==> src/hw/rtl/sbas_pkg.sv <==
// ----------------------------------------------------------------------------
// sbas_pkg
// Shared widths, field positions, types and modes of the signed BCD
// add / subtract pipeline.
// ----------------------------------------------------------------------------
package sbas_pkg;

   localparam int MAX_DIGITS = 16;
   localparam int DIGITS_DEF = 16;
   localparam int DIGIT_W    = 4;
   localparam int WORD_W     = MAX_DIGITS * DIGIT_W;

   // request beat: a_digits, a_negative, b_digits, b_negative, zero fill
   localparam int A_LO       = 0;
   localparam int A_NEG_BIT  = A_LO + WORD_W;
   localparam int B_LO       = A_NEG_BIT + 1;
   localparam int B_NEG_BIT  = B_LO + WORD_W;
   localparam int REQ_USED_W = B_NEG_BIT + 1;
   localparam int REQ_DATA_W = ((REQ_USED_W + 7) / 8) * 8;

   // response beat: result_digits, result_negative, overflow, zero fill
   localparam int RES_NEG_BIT = WORD_W;
   localparam int OVF_BIT     = RES_NEG_BIT + 1;
   localparam int RSP_USED_W  = OVF_BIT + 1;
   localparam int RSP_DATA_W  = ((RSP_USED_W + 7) / 8) * 8;

   localparam logic [DIGIT_W:0] BCD_BASE = 5'd10;
   localparam logic [DIGIT_W:0] BCD_NINE = 5'd9;

   typedef enum logic [1:0] {
      MODE_ADD    = 2'd0,
      MODE_SUB_AB = 2'd1,
      MODE_SUB_BA = 2'd2
   } mode_type;

   typedef struct packed {
      logic add_gen;
      logic add_prop;
      logic ab_gen;
      logic ba_gen;
      logic eq;
   } lane_flags_type;

endpackage

==> src/hw/rtl/sbas_lane.sv <==
// ----------------------------------------------------------------------------
// sbas_lane
// One digit lane: folds each nibble into 0..9 and works out the carry and
// borrow generate / propagate flags of this digit.
// ----------------------------------------------------------------------------
module sbas_lane (
   input  logic [sbas_pkg::DIGIT_W-1:0] a_nib,
   input  logic [sbas_pkg::DIGIT_W-1:0] b_nib,
   output logic [sbas_pkg::DIGIT_W-1:0] a_dig,
   output logic [sbas_pkg::DIGIT_W-1:0] b_dig,
   output sbas_pkg::lane_flags_type     flags
);
   import sbas_pkg::*;

   logic [DIGIT_W:0] sum;

   // nibbles 10..15 read as 0..5
   always_comb begin
      a_dig = ({1'b0, a_nib} >= BCD_BASE) ? a_nib - BCD_BASE[DIGIT_W-1:0] : a_nib;
      b_dig = ({1'b0, b_nib} >= BCD_BASE) ? b_nib - BCD_BASE[DIGIT_W-1:0] : b_nib;
   end

   assign sum = {1'b0, a_dig} + {1'b0, b_dig};

   always_comb begin
      flags.add_gen  = (sum >= BCD_BASE);
      flags.add_prop = (sum == BCD_NINE);
      flags.ab_gen   = (a_dig < b_dig);
      flags.ba_gen   = (b_dig < a_dig);
      flags.eq       = (a_dig == b_dig);
   end

endmodule

==> src/hw/rtl/sbas_carry.sv <==
// ----------------------------------------------------------------------------
// sbas_carry
// Parallel prefix over the lane flags: group generate of digits 0..i for
// every i, giving each lane its decimal carry or borrow in log2 levels.
// ----------------------------------------------------------------------------
module sbas_carry #(
   parameter int DIGITS = sbas_pkg::DIGITS_DEF
) (
   input  logic [DIGITS-1:0] gen,
   input  logic [DIGITS-1:0] prop,
   output logic [DIGITS-1:0] grp
);
   import sbas_pkg::*;

   localparam int LEVELS = $clog2(DIGITS);

   logic [DIGITS-1:0] g_lv [0:LEVELS];
   logic [DIGITS-1:0] p_lv [0:LEVELS];

   assign g_lv[0] = gen;
   assign p_lv[0] = prop;

   for (genvar l = 0; l < LEVELS; l++) begin : g_level
      for (genvar i = 0; i < DIGITS; i++) begin : g_node
         if (i >= (1 << l)) begin : g_join
            assign g_lv[l+1][i] = g_lv[l][i] | (p_lv[l][i] & g_lv[l][i-(1<<l)]);
            assign p_lv[l+1][i] = p_lv[l][i] & p_lv[l][i-(1<<l)];
         end else begin : g_pass
            assign g_lv[l+1][i] = g_lv[l][i];
            assign p_lv[l+1][i] = p_lv[l][i];
         end
      end
   end

   assign grp = g_lv[LEVELS];

endmodule

==> src/hw/rtl/sbas_digit.sv <==
// ----------------------------------------------------------------------------
// sbas_digit
// One result digit: decimal add with carry in, or decimal subtract with
// borrow in in either direction.
// ----------------------------------------------------------------------------
module sbas_digit (
   input  logic [sbas_pkg::DIGIT_W-1:0] a_dig,
   input  logic [sbas_pkg::DIGIT_W-1:0] b_dig,
   input  logic                         carry_in,
   input  sbas_pkg::mode_type           mode,
   output logic [sbas_pkg::DIGIT_W-1:0] r_dig
);
   import sbas_pkg::*;

   logic [DIGIT_W:0] sum;
   logic [DIGIT_W:0] diff;
   logic [DIGIT_W:0] sum_fix;
   logic [DIGIT_W:0] diff_fix;
   logic [DIGIT_W-1:0] big;
   logic [DIGIT_W-1:0] little;

   always_comb begin
      big    = (mode == MODE_SUB_BA) ? b_dig : a_dig;
      little = (mode == MODE_SUB_BA) ? a_dig : b_dig;
      sum    = {1'b0, a_dig} + {1'b0, b_dig} + {{DIGIT_W{1'b0}}, carry_in};
      diff   = {1'b0, big} - {1'b0, little} - {{DIGIT_W{1'b0}}, carry_in};
      sum_fix  = (sum >= BCD_BASE) ? sum - BCD_BASE : sum;
      // a negative difference wraps, so adding ten brings it back to 0..9
      diff_fix = diff[DIGIT_W] ? diff + BCD_BASE : diff;
      case (mode)
         MODE_ADD:    r_dig = sum_fix[DIGIT_W-1:0];
         MODE_SUB_AB,
         MODE_SUB_BA: r_dig = diff_fix[DIGIT_W-1:0];
         default:     r_dig = '0;
      endcase
   end

endmodule

==> src/hw/rtl/signed_bcd_add_subtract.sv <==
// Throughput: one beat per cycle while the response side does not stall; the
// prefix carry tree over the digit lanes sits between two register stages,
// so the rate does not depend on the data.
// Each stage holds when the stage after it is full and stalled.
// Reset clears the stage valid flags only; data registers are not reset.
// ----------------------------------------------------------------------------
// signed_bcd_add_subtract
// Sign-magnitude BCD add / subtract: digit lanes, prefix carry merge and
// result digit lanes in a three-stage pipeline.
// ----------------------------------------------------------------------------
module signed_bcd_add_subtract #(
   parameter int DIGITS = sbas_pkg::DIGITS_DEF
) (
   input  logic                            clock,
   input  logic                            reset,
   input  logic                            req_tvalid,
   output logic                            req_tready,
   // a_digits, a_negative, b_digits, b_negative, zero fill
   input  logic [sbas_pkg::REQ_DATA_W-1:0] req_tdata,
   // operation
   input  logic [0:0]                      req_tuser,
   output logic                            rsp_tvalid,
   input  logic                            rsp_tready,
   // result_digits, result_negative, overflow, zero fill
   output logic [sbas_pkg::RSP_DATA_W-1:0] rsp_tdata
);
   import sbas_pkg::*;

   // ---------------- handshake ----------------
   logic rdy1;
   logic rdy2;
   logic rdy3;
   logic s1_valid_ff, s1_valid_in;
   logic s2_valid_ff, s2_valid_in;
   logic rsp_valid_ff, rsp_valid_in;

   assign rdy3 = !rsp_valid_ff || rsp_tready;
   assign rdy2 = !s2_valid_ff || rdy3;
   assign rdy1 = !s1_valid_ff || rdy2;
   assign req_tready = rdy1;

   assign s1_valid_in  = rdy1 ? req_tvalid  : s1_valid_ff;
   assign s2_valid_in  = rdy2 ? s1_valid_ff : s2_valid_ff;
   assign rsp_valid_in = rdy3 ? s2_valid_ff : rsp_valid_ff;

   always_ff @(posedge clock) begin
      if (reset) begin
         s1_valid_ff  <= 1'b0;
         s2_valid_ff  <= 1'b0;
         rsp_valid_ff <= 1'b0;
      end else begin
         s1_valid_ff  <= s1_valid_in;
         s2_valid_ff  <= s2_valid_in;
         rsp_valid_ff <= rsp_valid_in;
      end
   end

   // ---------------- stage 1: digit lanes ----------------
   logic [DIGIT_W-1:0] a_dig_in [DIGITS];
   logic [DIGIT_W-1:0] b_dig_in [DIGITS];
   lane_flags_type     flags_in [DIGITS];
   logic [DIGIT_W-1:0] s1_a_ff  [DIGITS];
   logic [DIGIT_W-1:0] s1_b_ff  [DIGITS];
   lane_flags_type     s1_flags_ff [DIGITS];
   logic               s1_a_neg_ff;
   logic               s1_b_neg_ff;

   for (genvar i = 0; i < DIGITS; i++) begin : g_lane
      sbas_lane u_lane (
         .a_nib (req_tdata[A_LO + DIGIT_W*i +: DIGIT_W]),
         .b_nib (req_tdata[B_LO + DIGIT_W*i +: DIGIT_W]),
         .a_dig (a_dig_in[i]),
         .b_dig (b_dig_in[i]),
         .flags (flags_in[i])
      );
   end

   always_ff @(posedge clock) begin
      if (rdy1) begin
         s1_a_ff     <= a_dig_in;
         s1_b_ff     <= b_dig_in;
         s1_flags_ff <= flags_in;
         s1_a_neg_ff <= req_tdata[A_NEG_BIT];
         // subtraction flips the sign of b
         s1_b_neg_ff <= req_tdata[B_NEG_BIT] ^ req_tuser[0];
      end
   end

   // ---------------- stage 2: carry merge ----------------
   logic [DIGITS-1:0] add_gen, add_prop, ab_gen, ba_gen, eq_vec;
   logic [DIGITS-1:0] add_grp, ab_grp, ba_grp;
   logic [DIGITS-1:0] add_cin, ab_cin, ba_cin;

   for (genvar i = 0; i < DIGITS; i++) begin : g_flag
      assign add_gen[i]  = s1_flags_ff[i].add_gen;
      assign add_prop[i] = s1_flags_ff[i].add_prop;
      assign ab_gen[i]   = s1_flags_ff[i].ab_gen;
      assign ba_gen[i]   = s1_flags_ff[i].ba_gen;
      assign eq_vec[i]   = s1_flags_ff[i].eq;
      if (i == 0) begin : g_first
         assign add_cin[i] = 1'b0;
         assign ab_cin[i]  = 1'b0;
         assign ba_cin[i]  = 1'b0;
      end else begin : g_rest
         assign add_cin[i] = add_grp[i-1];
         assign ab_cin[i]  = ab_grp[i-1];
         assign ba_cin[i]  = ba_grp[i-1];
      end
   end

   sbas_carry #(.DIGITS(DIGITS)) u_carry_add (
      .gen (add_gen), .prop (add_prop), .grp (add_grp)
   );
   sbas_carry #(.DIGITS(DIGITS)) u_carry_ab (
      .gen (ab_gen), .prop (eq_vec), .grp (ab_grp)
   );
   sbas_carry #(.DIGITS(DIGITS)) u_carry_ba (
      .gen (ba_gen), .prop (eq_vec), .grp (ba_grp)
   );

   mode_type          s2_mode_in, s2_mode_ff;
   logic [DIGITS-1:0] s2_cin_in, s2_cin_ff;
   logic              s2_neg_in, s2_neg_ff;
   logic              s2_ovf_in, s2_ovf_ff;
   logic [DIGIT_W-1:0] s2_a_ff [DIGITS];
   logic [DIGIT_W-1:0] s2_b_ff [DIGITS];

   // a borrow out of a - b means |a| < |b|, so b keeps its sign
   always_comb begin
      if (s1_a_neg_ff == s1_b_neg_ff) begin
         s2_mode_in = MODE_ADD;
         s2_cin_in  = add_cin;
         s2_neg_in  = s1_a_neg_ff;
         s2_ovf_in  = add_grp[DIGITS-1];
      end else if (!ab_grp[DIGITS-1]) begin
         s2_mode_in = MODE_SUB_AB;
         s2_cin_in  = ab_cin;
         s2_neg_in  = s1_a_neg_ff;
         s2_ovf_in  = 1'b0;
      end else begin
         s2_mode_in = MODE_SUB_BA;
         s2_cin_in  = ba_cin;
         s2_neg_in  = s1_b_neg_ff;
         s2_ovf_in  = 1'b0;
      end
   end

   always_ff @(posedge clock) begin
      if (rdy2) begin
         s2_a_ff    <= s1_a_ff;
         s2_b_ff    <= s1_b_ff;
         s2_mode_ff <= s2_mode_in;
         s2_cin_ff  <= s2_cin_in;
         s2_neg_ff  <= s2_neg_in;
         s2_ovf_ff  <= s2_ovf_in;
      end
   end

   // ---------------- stage 3: result digits ----------------
   logic [DIGIT_W-1:0] r_dig [DIGITS];
   logic [WORD_W-1:0]  r_word;
   logic               r_zero;
   logic [RSP_DATA_W-1:0] rsp_data_in, rsp_data_ff;

   for (genvar i = 0; i < DIGITS; i++) begin : g_res
      sbas_digit u_digit (
         .a_dig    (s2_a_ff[i]),
         .b_dig    (s2_b_ff[i]),
         .carry_in (s2_cin_ff[i]),
         .mode     (s2_mode_ff),
         .r_dig    (r_dig[i])
      );
   end

   // digits above DIGITS read as zero
   for (genvar i = 0; i < MAX_DIGITS; i++) begin : g_word
      if (i < DIGITS) begin : g_used
         assign r_word[DIGIT_W*i +: DIGIT_W] = r_dig[i];
      end else begin : g_unused
         assign r_word[DIGIT_W*i +: DIGIT_W] = '0;
      end
   end

   assign r_zero = ~|r_word;

   always_comb begin
      rsp_data_in = '0;
      rsp_data_in[WORD_W-1:0]  = r_word;
      rsp_data_in[RES_NEG_BIT] = s2_neg_ff && !r_zero;
      rsp_data_in[OVF_BIT]     = s2_ovf_ff;
   end

   always_ff @(posedge clock) begin
      if (rdy3) begin
         rsp_data_ff <= rsp_data_in;
      end
   end

   assign rsp_tvalid = rsp_valid_ff;
   assign rsp_tdata  = rsp_data_ff;

   // ---------------- assertions ----------------
   a_reset_empty: assert property (@(posedge clock)
      reset |=> !rsp_valid_ff)
      else $error("response valid right after reset");

   a_zero_sign: assert property (@(posedge clock) disable iff (reset)
      rsp_valid_ff && (rsp_data_ff[WORD_W-1:0] == '0) |-> !rsp_data_ff[RES_NEG_BIT])
      else $error("zero result marked negative");

   a_ovf_add_only: assert property (@(posedge clock) disable iff (reset)
      s2_valid_ff && s2_ovf_ff |-> (s2_mode_ff == MODE_ADD))
      else $error("overflow on a magnitude subtract");

   a_compare_once: assert property (@(posedge clock) disable iff (reset)
      s1_valid_ff |-> !(ab_grp[DIGITS-1] && ba_grp[DIGITS-1]))
      else $error("both magnitudes compare smaller");

endmodule
==> config.mk <==
export PLATFORM = sky130hd
export DESIGN_NAME = signed_bcd_add_subtract
export DESIGN_NICKNAME = d
export VERILOG_FILES = /design/src/hw/rtl/sbas_pkg.sv /design/src/hw/rtl/sbas_lane.sv /design/src/hw/rtl/sbas_carry.sv /design/src/hw/rtl/sbas_digit.sv /design/src/hw/rtl/signed_bcd_add_subtract.sv
export SDC_FILE = /design/constraint.sdc
export NUM_CORES = 1
export LEC_CHECK = 0
export ABC_AREA = 1
export BUFFER_PORTS_ARGS = -buffer_cell sky130_fd_sc_hd__clkbuf_2
export CAP_MARGIN = 30
export CORE_MARGIN = 2
export CORE_UTILIZATION = 30
export CTS_CLUSTER_DIAMETER = 150
export CTS_CLUSTER_SIZE = 40
export DETAILED_ROUTE_END_ITERATION = 12
export GPL_ROUTABILITY_DRIVEN = 0
export PLACE_DENSITY_LB_ADDON = 0.25
export SETUP_SLACK_MARGIN = 0.3
export SKIP_LAST_GASP = 1
export SLEW_MARGIN = 15
export SYNTH_ARGS = -nofsm -noshare
export SYNTH_HDL_FRONTEND = slang
export SYNTH_SLANG_ARGS = --single-unit
==> constraint.sdc <==
create_clock -name clock -period 14.8 [get_ports clock]
set_clock_uncertainty 0.15 [all_clocks]
set_input_delay 1.48 -clock clock [delete_from_list [all_inputs] [get_ports clock]]
set_output_delay 1.48 -clock clock [all_outputs]
set_load 0.01 [all_outputs]
==> reports/qor.csv, run 1 <==
stage;metric;value;unit
die;die area;103000;µm²
timing;Slew headroom;35.4;%
routing;drt initial violations;1229;
placement;Cell Area, Placed;32600;µm²
routing;Pre-antenna DRT Iters;5;
yosys;Post-synth top flop;edfxtp_1;
worst_setup_path;r2r endpoint;rsp_tdata[64];
worst_setup_path;crit path max fanout;63;
routing;via count;22879;
clocking;clk buf depth;3;
routing;drt total wl;78800;µm
global_route;first-pass GRT wire length;122000;µm
power;Lkg Pwr;16.7;nW
worst_setup_path;Critical Path End;rsp_tdata[64];
finish;number of fill cells in the layout;10424;
worst_setup_path;worst endpoint required time;15.01;ns
clocking;CTS sink count;423;
global_route;total global-route track usage;15.2;%
yosys;Post-synth EDFFs;420;
timing;Final Max Slew Viols;0;
yosys;Syn Inst Count;3558;
timing;unrepaired setup endpoints after global routing;no;
worst_setup_path;crit path launch;s2_mode_ff[0];
clocking;CTS buffer count;15;
die;effective utilization at floorplan;30.1;%
placement;dpl hpwl;62000;µm
worst_setup_path;WP data arrival;5.22;ns
worst_setup_path;setup slack on the worst flop-to-flop path;9.79;ns
timing;minimum clock period;5.01;ns
yosys;yosys warns;0;
status;status;finished, final reports clean;
routing;DRC viols;0;
die;Die Span X;321;µm
yosys;sequential share of the synthesized area;42.1;%
yosys;ys async rst share;0;%
timing;worst slew pin tran;0.968;ns
clocking;clk_lat worst skew;0.60;ns
finish;Layout Nets;4239;
worst_setup_path;Crit Path Category;flop to flop;
worst_setup_path;Reg2Reg Depth;19;
clocking;CTS tree;built;
die;row count;116;
routing;detailed-route wire length per cell;15.6;µm
finish;post-layout instance area;33200;µm²
die;Die Y;321;µm
timing;fin crit share;33.9;%
worst_setup_path;CP Launch Type;flop;
worst_hold_path;worst hold-check path type;flop to flop;
placement;Buffers on Ports;202;
global_route;global route overflow;0;
timing;FMAX;0.199;GHz
clocking;hold_buf cts;0;
routing;drt via density;4.53;
worst_setup_path;crit path capture type;flop;
finish;Syn-to-layout area delta;10.1;%
clocking;clock root buffer;clkbuf_16;
global_route;initial antenna violation count;10;
clocking;CTS H-tree depth;1;
worst_setup_path;RR Startpoint;s2_mode_ff[0];
die;Ports;215;
routing;Detail Route Antenna Nets;0;
global_route;vias in the first global route;21610;
timing;Setup-failing EPs final;0;
power;Max VDD drop;75.4;µV
global_route;largest net degree at the start of global routing;93;
power;pwr dens;135;nW/µm²
clocking;CTS clock-pin slew for the worst setup and hold paths;0.15;ns
job;# Max-Cap Violations;0;
timing;Setup Total Neg Slack;0;ns
clocking;PostCTS Resize Cnt;0;
yosys;Synth cell types;51;
yosys;Mean Syn Cell Area;8.46;µm²
die;core area;99900;µm²
finish;layout cell share with drive strength beyond 1;7.65;%
clocking;postcts setup bufs;0;
yosys;synthesis-stage register bit count;423;
yosys;Mapped Area;30100;µm²
timing;Hold Fails Final Rpt;0;
worst max-delay path: stages (launching register included):
cell and delay [ns]:
edfxtp_1 0.43, inv_1 0.13, ha_2 0.48, buf_4 0.71
o21ai_0 0.28, fa_1 0.49, fa_1 0.45, xnor2_1 0.22
inv_1 0.07, ha_1 0.27, o211ai_1 0.18, nand2_1 0.07
nand2_1 0.08, nand2_1 0.05, nor2_1 0.09, nand2_1 0.06
nor2_1 0.16, nand2_1 0.15, nor2_1 0.12, nor2_1 0.09
flip-flops by register name, summed over array words and instances (netlist names), 2 cells and up:
| name | cells |
|---|---|
| s2_cin_ff | 15 |
| s1_a_ff | 64 |
| add_prop | 15 |
| s2_a_ff | 64 |
| ba_gen | 15 |
| ab_gen | 16 |
| eq_vec | 15 |
| s1_b_ff | 64 |
| add_gen | 16 |
| s2_b_ff | 64 |
| s2_mode_ff | 2 |
| rsp_tdata | 66 |
how the worst min path moves through the flow:
stage	to	from	slack, ns	cells past startpoint
3_3_place_gp	s2_a_ff[13]	s1_a_ff[13]	0.25	0
3_5_place_dp	s2_a_ff[12]	s1_a_ff[12]	0.25	0
4_1_cts	s2_b_ff[45]	s1_b_ff[45]	0.26	0
2_1_floorplan	rsp_tdata[65]	s2_ovf_ff	0.25	0
6_report	s2_b_ff[45]	s1_b_ff[45]	0.25	0
5_1_grt	s2_a_ff[37]	s1_a_ff[37]	0.27	0
final cells by class:
class | count | area, µm² | area share (%)
antenna | 6 | 15.0 | 0.0453
clock buffer | 20 | 394 | 1.19
clock inverter | 4 | 76.3 | 0.230
inverter | 721 | 2710 | 8.18
multi-input combinational | 2364 | 14500 | 43.7
sequential | 423 | 12700 | 38.2
tap | 1298 | 1620 | 4.90
timing repair buffer | 218 | 1160 | 3.51
per-stage QoR:
stage	utilization [%]	worst slack [ns]	hold slack, ns	power [mW]	instances
CTS	33.2	9.71	0.258	4.55	5046
detailed placement	32.7	9.74	0.255	3.95	5022
global placement	32.7	9.76	0.251	3.92	5021
global route	33.2	9.27	0.274	4.93	5051
finish	33.2	9.79	0.254	4.49	5054
floorplan	-	5.58	0.250	3.24	3563
synth_stat cells (9+ instances only):
| master | n | area [µm²] |
|---|---|---|
| a21o_1 | 11 | 82.6 |
| a21oi_1 | 143 | 716 |
| a221oi_1 | 10 | 87.6 |
| a31oi_1 | 34 | 213 |
| and2_1 | 20 | 125 |
| clkbuf_1 | 29 | 109 |
| edfxtp_1 | 420 | 12600 |
| fa_1 | 78 | 1560 |
| ha_1 | 277 | 3470 |
| inv_1 | 720 | 2700 |
| nand2_1 | 857 | 3220 |
| nand3_1 | 253 | 1270 |
| nand3_2 | 10 | 100 |
| nand3b_1 | 30 | 225 |
| nor2_1 | 226 | 848 |
| nor3_1 | 27 | 135 |
| nor4_1 | 16 | 100 |
| o211ai_1 | 12 | 90.1 |
| o21a_1 | 13 | 97.6 |
| o21ai_0 | 176 | 881 |
| o21ai_1 | 12 | 60.1 |
| o21bai_1 | 39 | 293 |
| or2_2 | 24 | 150 |
| xnor2_1 | 9 | 78.8 |
| xor2_1 | 30 | 263 |
power breakdown:
group / internal (mW) / switching [mW]
clock: 0.201 / 0.388
combinational: 0.785 / 1.39
sequential: 1.59 / 0.129
total: 2.58 / 1.91
cells by family (layout without fill, tap and decap cells):
group | Yosys count | in the layout | share of synthesized area [%]
simple gates | 1484 | 1484 | 21.0
flops | 423 | 423 | 42.1
xor+xnor | 39 | 39 | 1.13
other cells | 1 | 12 | 0.0125
buf+inv | 776 | 963 | 9.93
compound gates | 479 | 479 | 9.13
mux | 1 | 1 | 0.0374
fa+ha+maj | 355 | 355 | 16.7
per-layer routing:
metal / up-vias / GRT usage (%) / wire length [µm]
met3: 59 / 1.69 / 2980
li1: 11931 / - / -
met4: 10 / 2.88 / 1110
met2: 327 / 25.8 / 36800
met5: - / 0 / 58
met1: 10552 / 21.1 / 37800
layout by cell type, fill, tap and decap left out, types with 10 or more instances in the layout:
cell type and n:
a21oi_1 143, and2_1 20, nand3_1 253, clkbuf_2 202
nand3b_1 30, nand2_1 855, o21a_1 13, clkbuf_16 15
fa_1 78, o21bai_1 39, o211ai_1 12, nor2_1 226
buf_4 14, a21o_1 11, inv_1 718, o21ai_0 176
xor2_1 30, nand3_2 10, or2_2 24, a31oi_1 34
nor3_1 27, o21ai_1 12, nor4_1 16, a221oi_1 10
ha_1 273, edfxtp_1 420
Power figures use the tool's default switching activity.
==> run 2, diff against run 1 <==
--- a/config.mk
+++ b/config.mk
@@ -5,7 +5,7 @@
 export SDC_FILE = /design/constraint.sdc
 export NUM_CORES = 1
 export LEC_CHECK = 0
-export ABC_AREA = 1
+export ABC_AREA = 0
 export BUFFER_PORTS_ARGS = -buffer_cell sky130_fd_sc_hd__clkbuf_2
 export CAP_MARGIN = 30
 export CORE_MARGIN = 2
==> constraint.sdc (replaced) <==
create_clock -name clock -period 4.5 [get_ports clock]
set_clock_uncertainty 0.15 [all_clocks]
set_input_delay 0.45 -clock clock [delete_from_list [all_inputs] [get_ports clock]]
set_output_delay 0.45 -clock clock [all_outputs]
set_load 0.01 [all_outputs]
==> reports/qor.csv, run 2 <==
stage;metric;value;unit;change
finish;most common cell after layout, fill and taps aside;edfxtp_1;;
power;Max VDD drop;289;µV;+280%
die;Ports;215;;unchanged
clocking;CTS tree;built;;
routing;detailed-route wire length per cell;18.4;µm;+18%
yosys;Mapped Area;28000;µm²;-6.9%
yosys;Mean Syn Cell Area;11.1;µm²;+31%
timing;Setup-failing EPs final;0;;unchanged
routing;drt total wl;75100;µm;-4.6%
yosys;Post-synth top cells;edfxtp_1, inv_1, ha_1, nor2_1, a21oi_1;;
job;# Max-Cap Violations;0;;unchanged
clocking;CTS clock-pin slew for the worst setup and hold paths;0.15;ns;about the same
global_route;total global-route track usage;15.4;%;+0.20 points
timing;worst setup margin;0.120;ns;-9.67 ns
die;Die Span X;310;µm;-3.5%
die;effective utilization at floorplan;30.2;%;about the same
yosys;most frequent cell after synthesis;edfxtp_1;;
worst_setup_path;Crit Path Category;flop to flop;;
placement;Buffers on Ports;202;;unchanged
timing;minimum clock period;4.38;ns;-0.633 ns
yosys;Post-synth EDFFs;420;;unchanged
yosys;yosys warns;0;;unchanged
timing;Hold Fails Final Rpt;0;;unchanged
die;die area;95900;µm²;-6.8%
global_route;initial antenna violation count;6;;-4
clocking;clk_lat worst skew;0.58;ns;-0.02 ns
global_route;global route overflow;0;;unchanged
die;row count;112;;-3.4%
timing;Slew headroom;41.9;%;+6.4 points
worst_hold_path;worst hold-check path type;primary input to flop;;
yosys;Syn Inst Count;2531;;-29%
global_route;first-pass GRT wire length;112000;µm;-8.2%
finish;layout cell share with drive strength beyond 1;14.7;%;+7.1 points
die;core area;92900;µm²;-7.0%
routing;Detail Route Antenna Nets;0;;unchanged
power;pwr dens;476;nW/µm²;+250%
timing;worst slew pin tran;0.872;ns;-0.0962 ns
global_route;largest net degree at the start of global routing;98;;+5.4%
routing;via count;19474;;-15%
clocking;CTS H-tree depth;1;;unchanged
yosys;sequential share of the synthesized area;45.2;%;+3.1 points
clocking;clk buf depth;3;;unchanged
clocking;CTS buffer count;14;;-1
global_route;vias in the first global route;18628;;-14%
yosys;synthesis-stage register bit count;423;;unchanged
yosys;mux share of post-synthesis cell area;4.59;%;+4.6 points
placement;dpl hpwl;59900;µm;-3.4%
yosys;ys async rst share;0;%;unchanged
timing;Setup Total Neg Slack;0;ns;unchanged
timing;fin crit share;97.3;%;+63 points
timing;FMAX;0.228;GHz;+14%
routing;Pre-antenna DRT Iters;5;;unchanged
clocking;clock root buffer;clkbuf_16;;
finish;most frequent cells in the layout;edfxtp_1, inv_1, ha_1;;
power;Lkg Pwr;13.9;nW;-16%
yosys;compound-gate portion of the synthesized area;12.9;%;+3.7 points
finish;max FFs per register;66;;unchanged
clocking;CTS sink count;423;;unchanged
finish;Layout Nets;3325;;-22%
routing;drt initial violations;1363;;+11%
yosys;Area contributors post-synth;edfxtp_1, ha_1, fa_1;;
routing;DRC viols;0;;unchanged
yosys;Yosys top cell area share;45.0;%;+3.1 points
yosys;Synth cell types;71;;+39%
yosys;adder-cell share of the synthesized area;17.9;%;+1.2 points
yosys;largest family of logic cells by synthesized area;adder cells;;
placement;DP Worst Slack;0.0508;ns;-9.69 ns
timing;unrepaired setup endpoints after global routing;yes;;
yosys;largest area contributor in the netlist;edfxtp_1;;
status;status;finished, final reports clean;;
worst_setup_path;worst endpoint required time;4.69;ns;-10.32 ns
worst_setup_path;crit path max fanout;11;;-83%
yosys;Post-Synth Simple-Gate Area;9.95;%;-11 points
worst_setup_path;crit path capture type;flop;;
yosys;Post-synth top flop;edfxtp_1;;
worst_setup_path;CP Launch Type;flop;;
routing;drt via density;4.76;;+5.2%
yosys;XOR/XNOR share of the synthesized area;4.47;%;+3.3 points
timing;Final Max Slew Viols;0;;unchanged
worst_setup_path;WP data arrival;4.57;ns;-0.65 ns
finish;Syn-to-layout area delta;14.8;%;
die;Die Y;310;µm;-3.5%
## run 2: cell types whose count changed after synthesis, sizes merged, moves of 70 or more
cell,change
inv,-412
xnor2,+89
nand3,-241
mux2i,+70
nand2,-741
o21ai,-98
## run 2: power breakdown
group | switching (mW) | leakage (nW) | internal [mW]
clock network | 1.19 | 0.204 | 0.650
registers | 0.463 | 4.67 | 5.24
logic | 4.45 | 9.06 | 3.32
## run 2: stage by stage
step	util, %	cell area (µm²)	std cells	hold slack (ns)	total power, mW
after floorplan	-	28200	2536	0.250	10.3
after global placement	33.6	31200	4022	0.252	13.4
after detailed placement	33.6	31200	4023	0.255	13.4
after CTS	34.6	32100	4085	0.0164	15.4
after global routing	34.6	32200	4089	0.0137	16.4
final	34.6	32200	4091	0.0369	15.3
## run 2: critical path: stages, from the launching register on
cell and delay, ns:
edfxtp_1 0.52, ha_4 0.23, buf_4 0.16, buf_12 0.15
mux2_4 0.30, fa_2 0.34, inv_2 0.07, fa_2 0.46
ha_4 0.18, nor3b_2 0.17, xnor2_1 0.11, a22o_1 0.26
or4_4 0.48, nor4_2 0.16, nand4_1 0.12, o31a_1 0.27
## run 2: cells by family after synthesis
kind of cell	count (synthesis)
and+or+nand+nor	558
other	1
AOI/OAI and AO/OA	568
DFF	423
xor gates and xnor gates	143
adders and majority gates	355
buffers and inverters	361
muxes	122
## run 2: what timing repair did
item	CTS	global route
endpoints found under the setup margin	1	1
hold endpoints to repair	36	0
pin swaps	5	0
setup buffers	5	2
hold buffers	36	0
gates resized for setup	12	4
## run 2: final cells by class
class                   count  area, µm²
diodes                      3       7.51
repair buffers            329       2160
well taps                1254       1570
multi-input cells        1752      14200
fillers                  9301      60700
flip-flops and latches    423      12700
inverters                 309       1160
clock buffers              20        404
clock inverters             1       16.3
## run 2: final timing paths
check / depth (start not counted) / slack (ns) / startpoint / end
worst min register to register: 0 / 0.26 / s1_b_ff[6] / s2_b_ff[6]
worst max register to register: 15 / 0.12 / s2_mode_ff[1] / rsp_tdata[64]
worst min-delay path: 2 / 0.04 / req_tdata[129] / s1_b_neg_ff
worst max-delay path: 15 / 0.12 / s2_mode_ff[1] / rsp_tdata[64]
## run 2: layer usage
metal	up-vias	part of all wire, %	GRT usage (%)
li1	9657	-	-
met1	9290	49	22.6
met2	459	44	24.5
met3	64	5.7	2.02
met4	4	1.4	2.61
met5	-	0.037	0
